[src/hw/rtl/tfn_pkg.sv]
// ----------------------------------------------------------------------------
// tfn_pkg
// shared types and constants for the triangle face normal emitter
// ----------------------------------------------------------------------------
package tfn_pkg;

    localparam int COORD_WIDTH = 24;
    localparam int CW = COORD_WIDTH;
    localparam int NORM_BITS = 16;
    localparam logic [15:0] ONE_Q14 = 16'd16384;
    localparam int QUEUE_DEPTH = 2;

    typedef struct packed {
        logic signed [CW-1:0] ax;
        logic signed [CW-1:0] ay;
        logic signed [CW-1:0] az;
        logic signed [CW-1:0] bx;
        logic signed [CW-1:0] by;
        logic signed [CW-1:0] bz;
        logic signed [CW-1:0] cx;
        logic signed [CW-1:0] cy;
        logic signed [CW-1:0] cz;
        logic                 new_mesh;
    } t_tri_in;

    typedef struct packed {
        logic signed [CW-1:0] pos_x;
        logic signed [CW-1:0] pos_y;
        logic signed [CW-1:0] pos_z;
        logic signed [15:0]   norm_x;
        logic signed [15:0]   norm_y;
        logic signed [15:0]   norm_z;
        logic [31:0]          vertex_index;
        logic                 last;
    } t_vtx_out;

    typedef struct packed {
        t_tri_in     tri_data;
        logic [31:0] base_index;
    } t_queue_item;

    typedef enum logic [3:0] {
        ST_IDLE, ST_DIFF, ST_MUL, ST_CROSS, ST_NORM, ST_SQ, ST_SUM, ST_SEARCH, ST_EMIT
    } t_back_state;

endpackage

[src/hw/rtl/tfn_front.sv]
// ----------------------------------------------------------------------------
// tfn_front
// accepts triangles, assigns the base vertex index, feeds the queue
// ----------------------------------------------------------------------------
module tfn_front
    import tfn_pkg::*;
(
    input  logic        i_clk,
    input  logic        i_rst_n,
    input  logic        i_valid,
    output logic        o_stall,
    input  t_tri_in     i_data,
    output logic        o_push,
    output t_queue_item o_item,
    input  logic        i_full
);
    logic [31:0] r_next;
    logic [31:0] n_base;

    assign o_stall = i_full;
    assign o_push  = i_valid && !i_full;
    assign n_base  = i_data.new_mesh ? 32'd0 : r_next;
    assign o_item  = '{tri_data: i_data, base_index: n_base};

    always_ff @(posedge i_clk) begin
        if (!i_rst_n) begin
            r_next <= '0;
        end else if (o_push) begin
            r_next <= n_base + 32'd3;
        end
    end
endmodule

[config.mk]
export PLATFORM = sky130hd
export DESIGN_NAME = tfn_front
export DESIGN_NICKNAME = d
export VERILOG_FILES = /design/src/hw/rtl/tfn_pkg.sv /design/src/hw/rtl/tfn_front.sv
export SDC_FILE = /design/constraint.sdc
export NUM_CORES = 1
export LEC_CHECK = 0
export BUFFER_PORTS_ARGS = -buffer_cell sky130_fd_sc_hd__buf_2
export CAP_MARGIN = 30
export CORE_AREA = 4 4 183 185
export DETAILED_ROUTE_END_ITERATION = 10
export DIE_AREA = 0 0 187 189
export MAX_ROUTING_LAYER = met4
export PLACE_DENSITY = 0.44
export SLEW_MARGIN = 15
export SYNTH_ARGS = -nofsm -noshare
export SYNTH_HDL_FRONTEND = slang
export SYNTH_SLANG_ARGS = --single-unit
export TNS_END_PERCENT = 20
[constraint.sdc]
create_clock -name i_clk -period 2.4 [get_ports i_clk]
set_input_delay 0.48 -clock i_clk [delete_from_list [all_inputs] [get_ports i_clk]]
set_output_delay 0.48 -clock i_clk [all_outputs]
set_load 0.01 [all_outputs]
==> reports/results.txt <==
met3 track demand over resource - 0.0347
Max Clock Skew - 0.00396 ns
commonest non-fill, non-tap cell in the layout - nand2_1
period utilization - 0.856
CP required - 2.61 ns
Sink Count - 32
number of buffers and inverters on the critical path - 1
net count reported at finish - 524
TNS Setup - 0 ns
share of layout cells above drive strength 1 - 0.234
number of global-route vias before repair - 2,312
slowest cell on the critical path - or3_1
initial antenna violation count - 0
CP Max Fanout - 5
Core ar. - 32,000 µm²
Worst Max-Slew Pin Slew - 0.413 ns
post-synthesis cell count - 481
# hold bufs at CTS - 0
sequential fraction of the synthesis area - 0.175
Power Dens Cells - 434 nW/µm²
Yosys reg bits - 32
Final Max Tran Viols - 0
Worst slew margin - 0.722
met2 Use GR - 0.103
DP HPWL - 9550 µm
drt first pass iters - 4
commonest non-fill, non-tap cells in the layout - nand2_1 (51), buf_2 (39), dfxtp_1 (32)
Rows - 66
dominant cell type by area after synthesis - buf_4
biggest regs - r_next: 32 flops
GRT busiest layer - met2
post-layout min period - 2.06 ns
cts bufs inserted - 5
M1 GR Usage - 0.0585
post-CTS setup buffers - 0
Post-synth ARST share - 0
CP max stage delay - 0.47 ns
Worst Setup End Kind - register
post-DR vias/cell - 3.24
gpl congestion - 0.713
Post-DRT Antenna Nets - 0
Tot Pwr - 0.00127 W
I/O pin total - 472
drt total wl - 11,900 µm
Synth Flop Type - dfxtp_1
Die Width - 187 µm
highest clock rate - 0.487 GHz
FILL cells - 3,729
Final setup viols - 0
Most flops, register - r_next
Worst R2R Setup Slack - 0.34 ns
worst-path cell chain - nor2b_4 -> inv_1 -> ha_2 -> nand3b_1 -> or3_1 -> nor4_4 -> mux2i_1
# H-tree levels - 2
final hold vios - 0
die outline area - 35,300 µm²
syn avg cell area - 7.62 µm²
first-pass GRT wire length - 16,800 µm
RSZ-0062 raised after global routing - false
via count - 2,305
top cell type's share of synthesized area - 0.446
Tot GR Track Use - 0.0661
largest cells by area after synthesis - buf_4 (45%), dfxtp_1 (17%), nand2_1 (5.2%)
Clk Latency, worst-skew pair - 0.28 ns
Area Overhead vs Synth - -20.5%
outcome - finished, final reports clean
CP top delay family - simple AND/OR/NAND/NOR gates
maxcap violations - 0
Multi-input gate area - 1290 µm²
initial DRC count - 127
Max IR drop VDD - 0.272 mV
number of port buffers - 39
CTS clk-pin slew, worst paths - 0.05 ns
DRC - 0
TritonCTS clock tree - built
CTS root buffer - clkbuf_16
count of different cell masters after synthesis - 46
Hold Crit Class - register to register
Finished Core Util - 0.0910
critical path class - register to register
max FFs per register - 32
number of synthesized flops with an enable pin - 0
post-CTS sizing - 0
synthesized cell area - 3670 µm²
WL/cell - 16.8 µm
Starting Density - 0.114
Net Count, Synth - 703
GRT Residual Overflow - 0
die height - 189 µm
CP arrival - 2.26 ns
clk buf depth - 2
LEAKAGE - 1.10 nW
startpoint types - register
Register Area - 641 µm²
largest net degree at the start of global routing - 34
Ys Warns - 0
[cell usage after synthesis, types with 3 or more instances]
master    count
o21ai_0       4
clkbuf_1     15
a21oi_1      13
nand3_1      13
buf_2         3
nand2_1      51
nor2_1       12
xnor2_1       3
mux2i_1      12
nor2b_1      30
nor4_1        4
a31o_2        5
nand3b_1      4
dfxtp_1      32
nand4_1      15
buf_4       218
inv_1         6
and3_1        3
nor3_1        3
[per-layer routing]
layer,wire [µm],up-vias
met1,3890,1005
met4,1130,0
met3,1460,117
li1,-,1010
met2,5470,173
met5,0,-
[final timing paths]
path	cells past startpoint	startpoint	end
setup / recovery	7	r_next[0]	r_next[26]
hold / removal	2	r_next[30]	r_next[30]
hold reg to reg	2	r_next[30]	r_next[30]
setup reg to reg	7	r_next[0]	r_next[26]
[cell families (layout without fill, tap and decap cells)]
logic type                 Yosys count  after routing  share of synthesized area
DFF                                 32             32                      0.175
other                                0              1                          0
adders and majority gates            1              1                    0.00341
muxes                               13             13                     0.0358
xor gates and xnor gates             4              4                    0.00955
and+or+nand+nor                    152            152                      0.235
AOI/OAI and AO/OA                   36             36                     0.0669
buffers and inverters              243             65                      0.475
[layout make-up]
type / count / area share
diodes: 1 / 0.000858
clock buffers: 8 / 0.0502
inverters: 6 / 0.00773
multi-input cells: 206 / 0.444
flip-flops and latches: 32 / 0.220
well taps: 408 / 0.175
repair buffers: 51 / 0.102
[worst min-delay path: cells and delay by family (launching register included)]
family / cells / cell delay (ns)
simple gates: 1 / 0.05
mux: 1 / 0.06
flops: 1 / 0.32
[where the power goes]
part	leakage (nW)	total [W]	internal, W	switching (W)
Combinational	0.771	0.0000873	0.0000319	0.0000554
Clock	0.0712	0.000639	0.000413	0.000225
Sequential	0.258	0.000539	0.000535	0.00000413
[per-stage QoR]
stage                     std cells  cell area, µm²  hold slack (ns)  setup slack [ns]
final                           712            2920            0.483             0.345
after global placement          703            2770            0.465             0.136
after global routing            711            2910            0.504             0.215
after detailed placement        703            2770            0.472             0.134
after CTS                       711            2910            0.486             0.336
after floorplan                 481            3700            0.447          -0.00408
Power figures use the tool's default switching activity.
