**src/hw/rtl/tfn_pkg.sv**
```systemverilog
// ----------------------------------------------------------------------------
// tfn_pkg
// shared types and constants for the triangle face normal emitter
// ----------------------------------------------------------------------------
package tfn_pkg;

    localparam int COORD_WIDTH = 24;
    localparam int CW = COORD_WIDTH;
    localparam int NORM_BITS = 16;
    localparam logic [15:0] ONE_Q14 = 16'd16384;
    localparam int QUEUE_DEPTH = 2;

    typedef struct packed {
        logic signed [CW-1:0] ax;
        logic signed [CW-1:0] ay;
        logic signed [CW-1:0] az;
        logic signed [CW-1:0] bx;
        logic signed [CW-1:0] by;
        logic signed [CW-1:0] bz;
        logic signed [CW-1:0] cx;
        logic signed [CW-1:0] cy;
        logic signed [CW-1:0] cz;
        logic                 new_mesh;
    } t_tri_in;

    typedef struct packed {
        logic signed [CW-1:0] pos_x;
        logic signed [CW-1:0] pos_y;
        logic signed [CW-1:0] pos_z;
        logic signed [15:0]   norm_x;
        logic signed [15:0]   norm_y;
        logic signed [15:0]   norm_z;
        logic [31:0]          vertex_index;
        logic                 last;
    } t_vtx_out;

    typedef struct packed {
        t_tri_in     tri_data;
        logic [31:0] base_index;
    } t_queue_item;

    typedef enum logic [3:0] {
        ST_IDLE, ST_DIFF, ST_MUL, ST_CROSS, ST_NORM, ST_SQ, ST_SUM, ST_SEARCH, ST_EMIT
    } t_back_state;

endpackage

```
**src/hw/rtl/tfn_queue.sv**
```systemverilog
// ----------------------------------------------------------------------------
// tfn_queue
// small fifo between front and back
// ----------------------------------------------------------------------------
module tfn_queue
    import tfn_pkg::*;
(
    input  logic        i_clk,
    input  logic        i_rst_n,
    input  logic        i_push,
    input  t_queue_item i_item,
    output logic        o_full,
    input  logic        i_pop,
    output logic        o_empty,
    output t_queue_item o_item
);
    t_queue_item r_mem [QUEUE_DEPTH];
    logic [$clog2(QUEUE_DEPTH)-1:0] r_wp, r_rp;
    logic [$clog2(QUEUE_DEPTH):0]   r_cnt;

    assign o_full  = r_cnt == ($clog2(QUEUE_DEPTH)+1)'(QUEUE_DEPTH);
    assign o_empty = r_cnt == '0;
    assign o_item  = r_mem[r_rp];

    always_ff @(posedge i_clk) begin
        if (i_push) r_mem[r_wp] <= i_item;
    end

    always_ff @(posedge i_clk) begin
        if (!i_rst_n) begin
            r_wp <= '0;
            r_rp <= '0;
            r_cnt <= '0;
        end else begin
            if (i_push) r_wp <= r_wp + 1'b1;
            if (i_pop) r_rp <= r_rp + 1'b1;
            r_cnt <= r_cnt + (i_push ? 1'b1 : 1'b0) - (i_pop ? 1'b1 : 1'b0);
        end
    end
endmodule

```
**config.mk**
```make
export PLATFORM = sky130hd
export DESIGN_NAME = tfn_queue
export DESIGN_NICKNAME = d
export VERILOG_FILES = /design/src/hw/rtl/tfn_pkg.sv /design/src/hw/rtl/tfn_queue.sv
export SDC_FILE = /design/constraint.sdc
export NUM_CORES = 1
export LEC_CHECK = 0
export BUFFER_PORTS_ARGS = -buffer_cell sky130_fd_sc_hd__buf_2
export CORE_UTILIZATION = 45
export DETAILED_ROUTE_END_ITERATION = 8
export GPL_ROUTABILITY_DRIVEN = 1
export PLACE_DENSITY_LB_ADDON = 0.12
export SYNTH_ARGS = -nofsm -noshare
export SYNTH_HDL_FRONTEND = slang
export SYNTH_SLANG_ARGS = --single-unit
```
**constraint.sdc**
```tcl
create_clock -name i_clk -period 32.5 [get_ports i_clk]
set_input_delay 1.625 -clock i_clk [delete_from_list [all_inputs] [get_ports i_clk]]
set_output_delay 1.625 -clock i_clk [all_outputs]
set_load 0.02 [all_outputs]
```
==> results.yml, run 1 <==
setup_path:
  critical_path_class: "reg -> out"
  path_max_fanout: 52
  crit_arrival_ns: 3.31
  path_cells: "buf_4 > buf_4 > mux2_2 > buf_2"
  path_common_cell: "buf_4"
  crit_required_ns: 30.87
  worstSetupStartpointType: "register"
  slowest_stage: "buf_4"
  slowest_delay_ns: 0.79
  crit_path_end_kind: "output port"
synthesis:
  yosysUniqueCellTypes: 14
  synth_async_sr_flop_share_pct: 0
  synthFlopType: "edfxtp_1"
  synth-edff-count: 498
  yosys_warnings: 0
  synth_nets: 1051
  ys_seq_elements: 503
  synth_seq_area_share_pct: 79.1
  syn_inst: 796
  synth_area_mm2: 0.0190
  avgSynthCellArea_um2: 23.9
detailed_routing:
  via_per_inst: 4.89
  drtPass1Iterations: 4
  drt_wl_total_mm: 41.4
  wire_per_inst_um: 21.5
  drtIter0Drc: 458
  ant_nets: 0
  vias: 9413
  drc: 0
finish:
  final_cell_mix: "buf_2 (503), edfxtp_1 (498), mux2_4 (202)"
  final_common_cell: "buf_2"
  areaGrowthSynthToFinish_pct: 24.6
  stdcell_area_mm2: 0.0237
  drive_gt1_share_pct: 60.7
  fin_cells: 1924
  final_nets: 1590
timing:
  final-hold-violation-count: 0
  fin_crit_sh_pct: 15.2
  relSlewSlack_pct: 18.4
  report.final.slew_viol_count: 0
  setup_viol: 0
  tns_ns: 0
  worst_pin_slew_ns: 1.22
  whs_ns: 0.576
  fmax_mhz: 203
  fin_crit_ns: 4.93
  clock_skew_ns: 0.0112
  rsz0062_at_grt: "false"
min_path:
  worst_hold_path_type: "reg -> reg"
placement:
  gp_congestion: 0.799
  place_area_mm2: 0.0220
  dp_hpwl_mm: 28.0
  numPortBuffers: 503
  dp_cells: 1813
clock_tree:
  clock_path_buffers: 3
  post_cts.repair.setup_buffers: 0
  hold_buffers: 0
  tritoncts: "done"
  clk_pin_slew_ns: 0.06
  numCtsBuffers: 52
  cts_sinks: 503
  clkLatencyLatePin_ns: 0.57
  post_cts_resized: 0
  h-tree-depth: 2
  cts_root_buf: "clkbuf_16"
floorplanning:
  fp.dieW_um: 208
  initial_core_util_pct: 46.1
  die_area_mm2: 0.0431
  rows: 74
  io_pins: 504
  die_height_um: 208
  core_area_mm2: 0.0413
run_status:
  status: "complete, no violations"
flow_run:
  cap_violations: 0
global_routing:
  grt_overflow: 0
  antenna_found_initial: 24
  grt_max_degree: 134
  grt_use_total_pct: 18.7
  grt_pass1_wl_mm: 59.8
  grt_pass1_vias: 9662
power:
  vdd_drop_max_v: 0.0000480
  leakage_nw: 9.32
  p_per_area_mw_per_mm2: 64.5
-- power breakdown --
part           total [W]  switching (W)  internal [W]
logic           0.000191       0.000107     0.0000843
clock network   0.000577       0.000234      0.000343
registers       0.000762      0.0000101      0.000751
-- flip-flops by register name, summed over array words and instances (netlist names), named ones only --
| register | flops |
|---|---|
| r_wp | 1 |
| r_rp | 1 |
| r_cnt | 2 |
| r_mem | 498 |
-- synth_stat cells, types with 2 or more instances --
master | n | share of area (%)
edfxtp_1 | 498 | 79
mux2_4 | 202 | 16
mux2_2 | 47 | 2.8
buf_6 | 25 | 1.5
dfxtp_1 | 5 | 0.53
and2_1 | 4 | 0.13
nor2b_1 | 4 | 0.13
buf_2 | 3 | 0.079
ha_1 | 2 | 0.13
inv_1 | 2 | 0.039
-- kinds of logic (layout without fill, tap and decap cells) --
logic type	after synthesis	in the layout	synth area share (%)
compound gates	1	1	0.0394
simple gates	9	9	0.283
flops	503	503	79.1
buf+inv	30	608	1.60
mux	249	249	18.7
other cells	0	18	0
fa+ha+maj	2	2	0.131
xor+xnor	2	2	0.164
-- metrics by stage --
step	power, W	worst slack (ns)	utilization, %
floorplan	0.000912	19.19	-
global placement	0.000965	27.95	53.3
detailed placement	0.000968	27.94	53.3
CTS	0.00155	27.48	57.3
global route	0.00158	27.38	57.4
finish	0.00153	27.57	57.4
-- critical path: cells and delay by family, from the launching register on --
| family | cells | cell delay (ns) |
|---|---|---|
| buffers and inverters | 3 | 1.64 |
| flip-flops | 1 | 0.60 |
| multiplexers | 1 | 0.41 |
-- worst paths after layout --
kind	start	end	slack (ns)	depth (start not counted)
setup / recovery	register	o_item[233]	27.57	4
hold / removal	r_rp	register	0.58	2
setup reg to reg	r_wp	r_mem[1][212]	29.39	3
hold reg to reg	r_rp	register	0.58	2
-- per-layer routing --
metal	vias up	wire length (um)	global-route usage [%]	share of wire, %
met4	16	1690	10.4	4.1
met5	-	111	0	0.27
met2	391	20200	30.1	49
li1	4291	-	-	-
met3	112	3530	6.75	8.5
met1	4603	15900	21.8	38
-- final cells by class --
cell class / instances / area [um2]
Antenna cell: 18 / 45.0
Clock buffer: 61 / 1360
Clock inverter: 32 / 294
Fill cell: 3199 / 17600
Inverter: 2 / 7.51
Multi-Input combinational cell: 263 / 3690
Sequential cell: 503 / 15100
Tap cell: 532 / 666
Timing Repair Buffer: 513 / 2610
(Power assumes the default switching activity.)
==> run 2: changes to the inputs <==
clock period = 4.5 ns   (was 32.5 ns; I/O delays follow)
==> run 2 against run 1 <==
Total power rose to 7.2 times the previous value. First-iteration DRC count down 3.5%. Worst setup slack worse by 26 ns. Cell count up 12%. Flip-flop and latch count unchanged. Die area unchanged. Global-route usage up 0.84 points. Register-to-register slack worse by 27 ns. Clock-buffer cell count up 8. Combinational power rose to 8.3 times the previous value.
==> results.yml, run 2 (synthesis gave the netlist of run 1 again) <==
setup_path:
  critical_path_class: "reg -> out"
  crit_path_end_kind: "output port"
  critPathTopFamily: "flip-flops"
  worstSetupStartpointType: "register"
  path_cells: "buf_12 > mux2_2 > buf_2"
  crit_buf_inv: 2
  crit_arrival_ns: 2.55
  crit_required_ns: 4.28
  slowest_stage: "dfxtp_4"
  path_max_fanout: 59
  slowest_delay_ns: 0.89
detailed_routing:
  drtPass1Iterations: 4
  via_per_inst: 4.81
  ant_nets: 0
  wire_per_inst_um: 19.8
  drc: 0
  vias: 10400
  drtIter0Drc: 442
  drt_wl_total_mm: 42.7
floorplanning:
  fp.dieW_um: 208
  rows: 74
  die_height_um: 208
  io_pins: 504
  core_area_mm2: 0.0413
  die_area_mm2: 0.0431
  initial_core_util_pct: 46.1
global_routing:
  antenna_found_initial: 2
  grt_use_total_pct: 19.5
  grt_overflow: 0
  grt_pass1_vias: 11100
  grt_max_degree: 113
  grt_pass1_wl_mm: 63.7
power:
  pwr-share-seq_pct: 49.7
  p_sw_w: 0.00257
  p_per_area_mw_per_mm2: 422
  switching_share_pct: 23.2
  pwr-share-comb_pct: 14.2
  vdd_drop_max_v: 0.000321
  intPower_w: 0.00850
  power_frac_clock_pct: 36.1
  leakage_nw: 10.4
clock_tree:
  clock_path_buffers: 3
  clkLatencyLatePin_ns: 0.57
  post_cts.repair.setup_buffers: 0
  h-tree-depth: 2
  tritoncts: "done"
  cts_sinks: 503
  numCtsBuffers: 52
  clk_pin_slew_ns: 0.06
  cts_root_buf: "clkbuf_16"
timing:
  setup_viol: 0
  rsz0062_at_grt: "false"
  fin_crit_sh_pct: 61.6
  relSlewSlack_pct: 42.2
  clock_skew_ns: 0.00984
  worst_pin_slew_ns: 0.867
  final-hold-violation-count: 0
  tns_ns: 0
  final.setup.worst_slack_ns: 1.73
  fin_crit_ns: 2.77
  report.final.slew_viol_count: 0
  fmax_mhz: 361
finish:
  final_common_cell: "buf_2"
  multi_input_area_mm2: 0.00369
  largest_register_ff_count: 498
  seq_area_mm2: 0.0151
  areaGrowthSynthToFinish_pct: 37.7
  final_cell_mix: "buf_2 (503), edfxtp_1 (498), dlygate4sd3_1 (252)"
  reg_top3: "r_mem (498), r_cnt (2)"
  final_nets: 1845
  fill_cells: 3000
  regMostFlops: "r_mem"
  drive_gt1_share_pct: 51.3
flow_run:
  cap_violations: 0
placement:
  gp_congestion: 0.767
  post-place-ws_ns: 2.27
  numPortBuffers: 503
  dp_hpwl_mm: 27.7
run_status:
  status: "complete, no violations"
min_path:
  worst_hold_path_type: "in -> reg"
-- run 2: changes by cell type in the layout (fill, tap and decap cells not counted) --
cell,delta
diode_2,-17
clkinv_1,-7
buf_4,-3
buf_12,+6
clkbuf_1,+8
bufinv_16,-3
clkinv_4,+1
dlygate4sd3_1,+252
-- run 2: final timing paths --
kind / start / to / slack [ns] / cells past startpoint
worst max-delay path: register / o_item[236] / 1.73 / 3
worst max register to register: r_wp / r_mem[1][28] / 2.47 / 2
worst min-delay path: i_push / r_cnt[0] / 0.05 / 3
worst min register to register: r_rp / register / 0.57 / 2
-- run 2: worst min-delay path: stages --
cell	delay (ns)
buf_2	0.12
ha_1	0.13
and2_1	0.11
-- run 2: metal layers --
layer  global-route usage (%)  share of wire, %  wire [um]  vias up
met5                        0             0.030         13        -
met4                     8.74               3.8       1600        2
met3                     5.76               7.7       3280       81
met2                     33.2                49      21000      408
met1                     23.0                39      16800     5147
li1                         -                 -          -     4767
-- run 2: what timing repair did --
action	4_1_cts	5_1_grt
hold buffers	252	0
hold endpoints to repair	503	0
gates resized for setup	0	0
setup endpoints to repair	0	0
-- run 2: power by group through the flow --
stage	Combinational (W)	Clock, W	Sequential (W)
2_1_floorplan	0.000948	0	0.00559
3_3_place_gp	0.00139	0	0.00559
6_report	0.00158	0.00400	0.00550
5_1_grt	0.00166	0.00428	0.00552
3_5_place_dp	0.00140	0	0.00560
4_1_cts	0.00159	0.00412	0.00550
-- run 2: through the flow --
step	total power, W	utilization, %	std cells	hold slack [ns]	instance area, um2
finish	0.0111	63.5	2161	0.0544	26200
global route	0.0115	63.5	2161	0.0401	26200
CTS	0.0112	63.5	2160	0.0119	26200
detailed placement	0.00700	53.6	1816	0.416	22100
floorplan	0.00654	-	796	0.324	19000
global placement	0.00698	53.6	1816	0.413	22100
-- run 2: area by class of cell --
type,instances,share of cell area [%]
multi-input cells,263,14.1
well taps,532,2.54
flip-flops and latches,503,57.4
clock inverters,23,0.711
clock buffers,69,5.29
inverters,2,0.0286
diodes,1,0.00954
repair buffers,768,19.9
==> run 3: changes to the inputs <==
ABC_AREA = 1   (was not set)
clock period = 2.4 ns   (was 4.5 ns; I/O delays follow)
==> run 3 against run 2 <==
Clock skew rose by 0.0014 ns. Cell count rose by 1.6%. Clock-buffer cell count fell by 3. Largest cell class unchanged. Critical endpoint is now o_item[48]. Sequential power rose by 87%. Cell area rose by 0.78%. Die area did not move. Highest routed layer is now met4. Sequential share of layout area fell by 0.44 points. Flip-flop and latch count did not move. Via count fell by 0.73%. Largest power group unchanged. Clock power rose by 78%.
==> results.yml, run 3 <==
synthesis:
  ys_seq_elements: 503
  synth_area_mm2: 0.0190
  synth_top_area_share_pct: 78.5
  synth_seq_area_share_pct: 79.1
  yosys-top-cells-area: "edfxtp_1 (79%), mux2_4 (16%), mux2_2 (2.8%), buf_6 (1.5%), dfxtp_1 (0.53%)"
  yosys_warnings: 0
  synthFlopType: "edfxtp_1"
  synth_nets: 1063
  synth_area_leader_cell: "edfxtp_1"
  avgSynthCellArea_um2: 23.6
  synth_top_cells_by_count: "edfxtp_1 (498), mux2_4 (202), mux2_2 (47), buf_6 (25), nor2_1 (9)"
  yosysUniqueCellTypes: 12
  synth_async_sr_flop_share_pct: 0
  syn_inst: 808
  synth-edff-count: 498
  yosys.cell_count.top_type: "edfxtp_1"
global_routing:
  grt_max_degree: 77
  grt_use_total_pct: 19.6
  grt_overflow: 0
  grt_pass1_vias: 11100
  grt_pass1_wl_mm: 64.5
  antenna_found_initial: 6
finish:
  drive_gt1_share_pct: 51.4
  regMostFlops: "r_mem"
  final_common_cell: "buf_2"
  final_util_pct: 64.0
  final_nets: 1874
  final_cell_mix: "buf_2 (503), edfxtp_1 (498), dlygate4sd3_1 (253)"
  reg_top3: "r_mem (498), r_cnt (2)"
  largest_register_ff_count: 498
  fin_cells: 2195
  areaGrowthSynthToFinish_pct: 38.8
power:
  p_per_area_mw_per_mm2: 764
  vdd_drop_max_v: 0.000616
  pwr-share-seq_pct: 51.1
  pwr-share-comb_pct: 13.6
  intPower_w: 0.0155
  p_sw_w: 0.00467
  finalPower_w: 0.0202
  switching_share_pct: 23.1
  power_frac_clock_pct: 35.4
  leakage_nw: 10.5
detailed_routing:
  drtIter0Drc: 442
  drt_wl_total_mm: 43.1
  drc: 0
  drtPass1Iterations: 4
  via_per_inst: 4.71
  ant_nets: 0
  wire_per_inst_um: 19.6
  vias: 10300
floorplanning:
  rows: 74
  core_area_mm2: 0.0413
  fp.dieW_um: 208
  die_area_mm2: 0.0431
  die_height_um: 208
  io_pins: 504
  initial_core_util_pct: 46.1
min_path:
  worst_hold_path_type: "in -> reg"
run_status:
  status: "complete, no violations"
setup_path:
  critPathTopFamily: "flip-flops"
  slowest_stage: "dfxtp_4"
  crit_buf_inv: 2
  crit_arrival_ns: 2.08
  crit_path_end_kind: "output port"
  path_cells: "buf_12 > mux2_4 > buf_2"
  path_max_fanout: 43
  critical_path_class: "reg -> out"
  worstSetupStartpointType: "register"
  slowest_delay_ns: 0.62
  crit_required_ns: 2.28
placement:
  dp_hpwl_mm: 28.9
  gp_congestion: 0.785
  dp_cells: 1843
  numPortBuffers: 503
clock_tree:
  clk_pin_slew_ns: 0.06
  numCtsBuffers: 52
  clock_path_buffers: 3
  clkLatencyLatePin_ns: 0.57
  post_cts_resized: 0
  tritoncts: "done"
  h-tree-depth: 2
  cts_root_buf: "clkbuf_16"
  cts_sinks: 503
timing:
  worst_pin_slew_ns: 0.508
  relSlewSlack_pct: 66.1
  rsz0062_at_grt: "false"
  setup_viol: 0
  final-hold-violation-count: 0
  fin_crit_ns: 2.20
  report.final.slew_viol_count: 0
  fin_crit_sh_pct: 91.6
  fmax_mhz: 455
  whs_ns: 0.269
  clock_skew_ns: 0.0112
flow_run:
  cap_violations: 0
==> run 3: cell count changes after synthesis, moves of 4 or more <==
cell,before,now
nor2b_1,4,0
nor2_1,1,9
and2_1,4,0
nand2_1,0,8
inv_1,2,7
==> run 3: repair_timing <==
| item | CTS | global route |
|---|---|---|
| buffers inserted | 0 | 1 |
| endpoints found under the hold margin | 503 | 0 |
| setup endpoints to repair | 0 | 32 |
| hold buffers | 253 | 0 |
==> run 3: kinds of logic after synthesis <==
family	share of synthesized area, %
compound gates	0.0263
fa+ha+maj	0.131
buf+inv	1.70
flops	79.1
mux	18.7
simple gates	0.361
==> run 3: stage by stage <==
stage / setup slack, ns / instance area (um2) / TNS, ns
finish: 0.202 / 26400 / 0
global route: 0.105 / 26400 / 0
CTS: 0.00206 / 26400 / 0
detailed placement: 0.633 / 22400 / 0
global placement: 0.668 / 22400 / 0
floorplan: -2.12 / 19100 / -1027.68
==> run 3: final timing paths <==
kind	start	endpoint	slack, ns	cells after the start
worst min register to register	r_rp	register	0.51	2
worst min-delay path	i_item[157]	r_mem[0][157]	0.27	2
worst max-delay path	register	o_item[48]	0.20	3
worst max register to register	r_cnt[0]	r_cnt[0]	0.71	7
==> run 3: area by class of cell <==
cell class	instances	area, um2
repair buffers	785	5490
inverters	7	30.0
flip-flops and latches	503	15100
well taps	532	666
clock inverters	26	121
fillers	2932	14900
multi-input cells	270	3670
diodes	6	15.0
clock buffers	66	1380
==> run 3: layer usage <==
metal / up-vias / track usage [%] / share of wire, % / routed length, um
li1: 4841 / - / - / -
met1: 5038 / 22.9 / 39 / 16800
met2: 374 / 33.7 / 50 / 21700
met3: 76 / 5.87 / 7.3 / 3140
met4: 0 / 8.28 / 3.2 / 1390
met5: - / 0 / 0 / 0
==> run 3: power by group through the flow <==
stage | combinational, W | clock, W | sequential (W)
after floorplan | 0.00153 | 0 | 0.0105
after global placement | 0.00238 | 0 | 0.0105
after detailed placement | 0.00240 | 0 | 0.0105
after CTS | 0.00276 | 0.00734 | 0.0103
after global routing | 0.00290 | 0.00766 | 0.0103
final | 0.00274 | 0.00714 | 0.0103
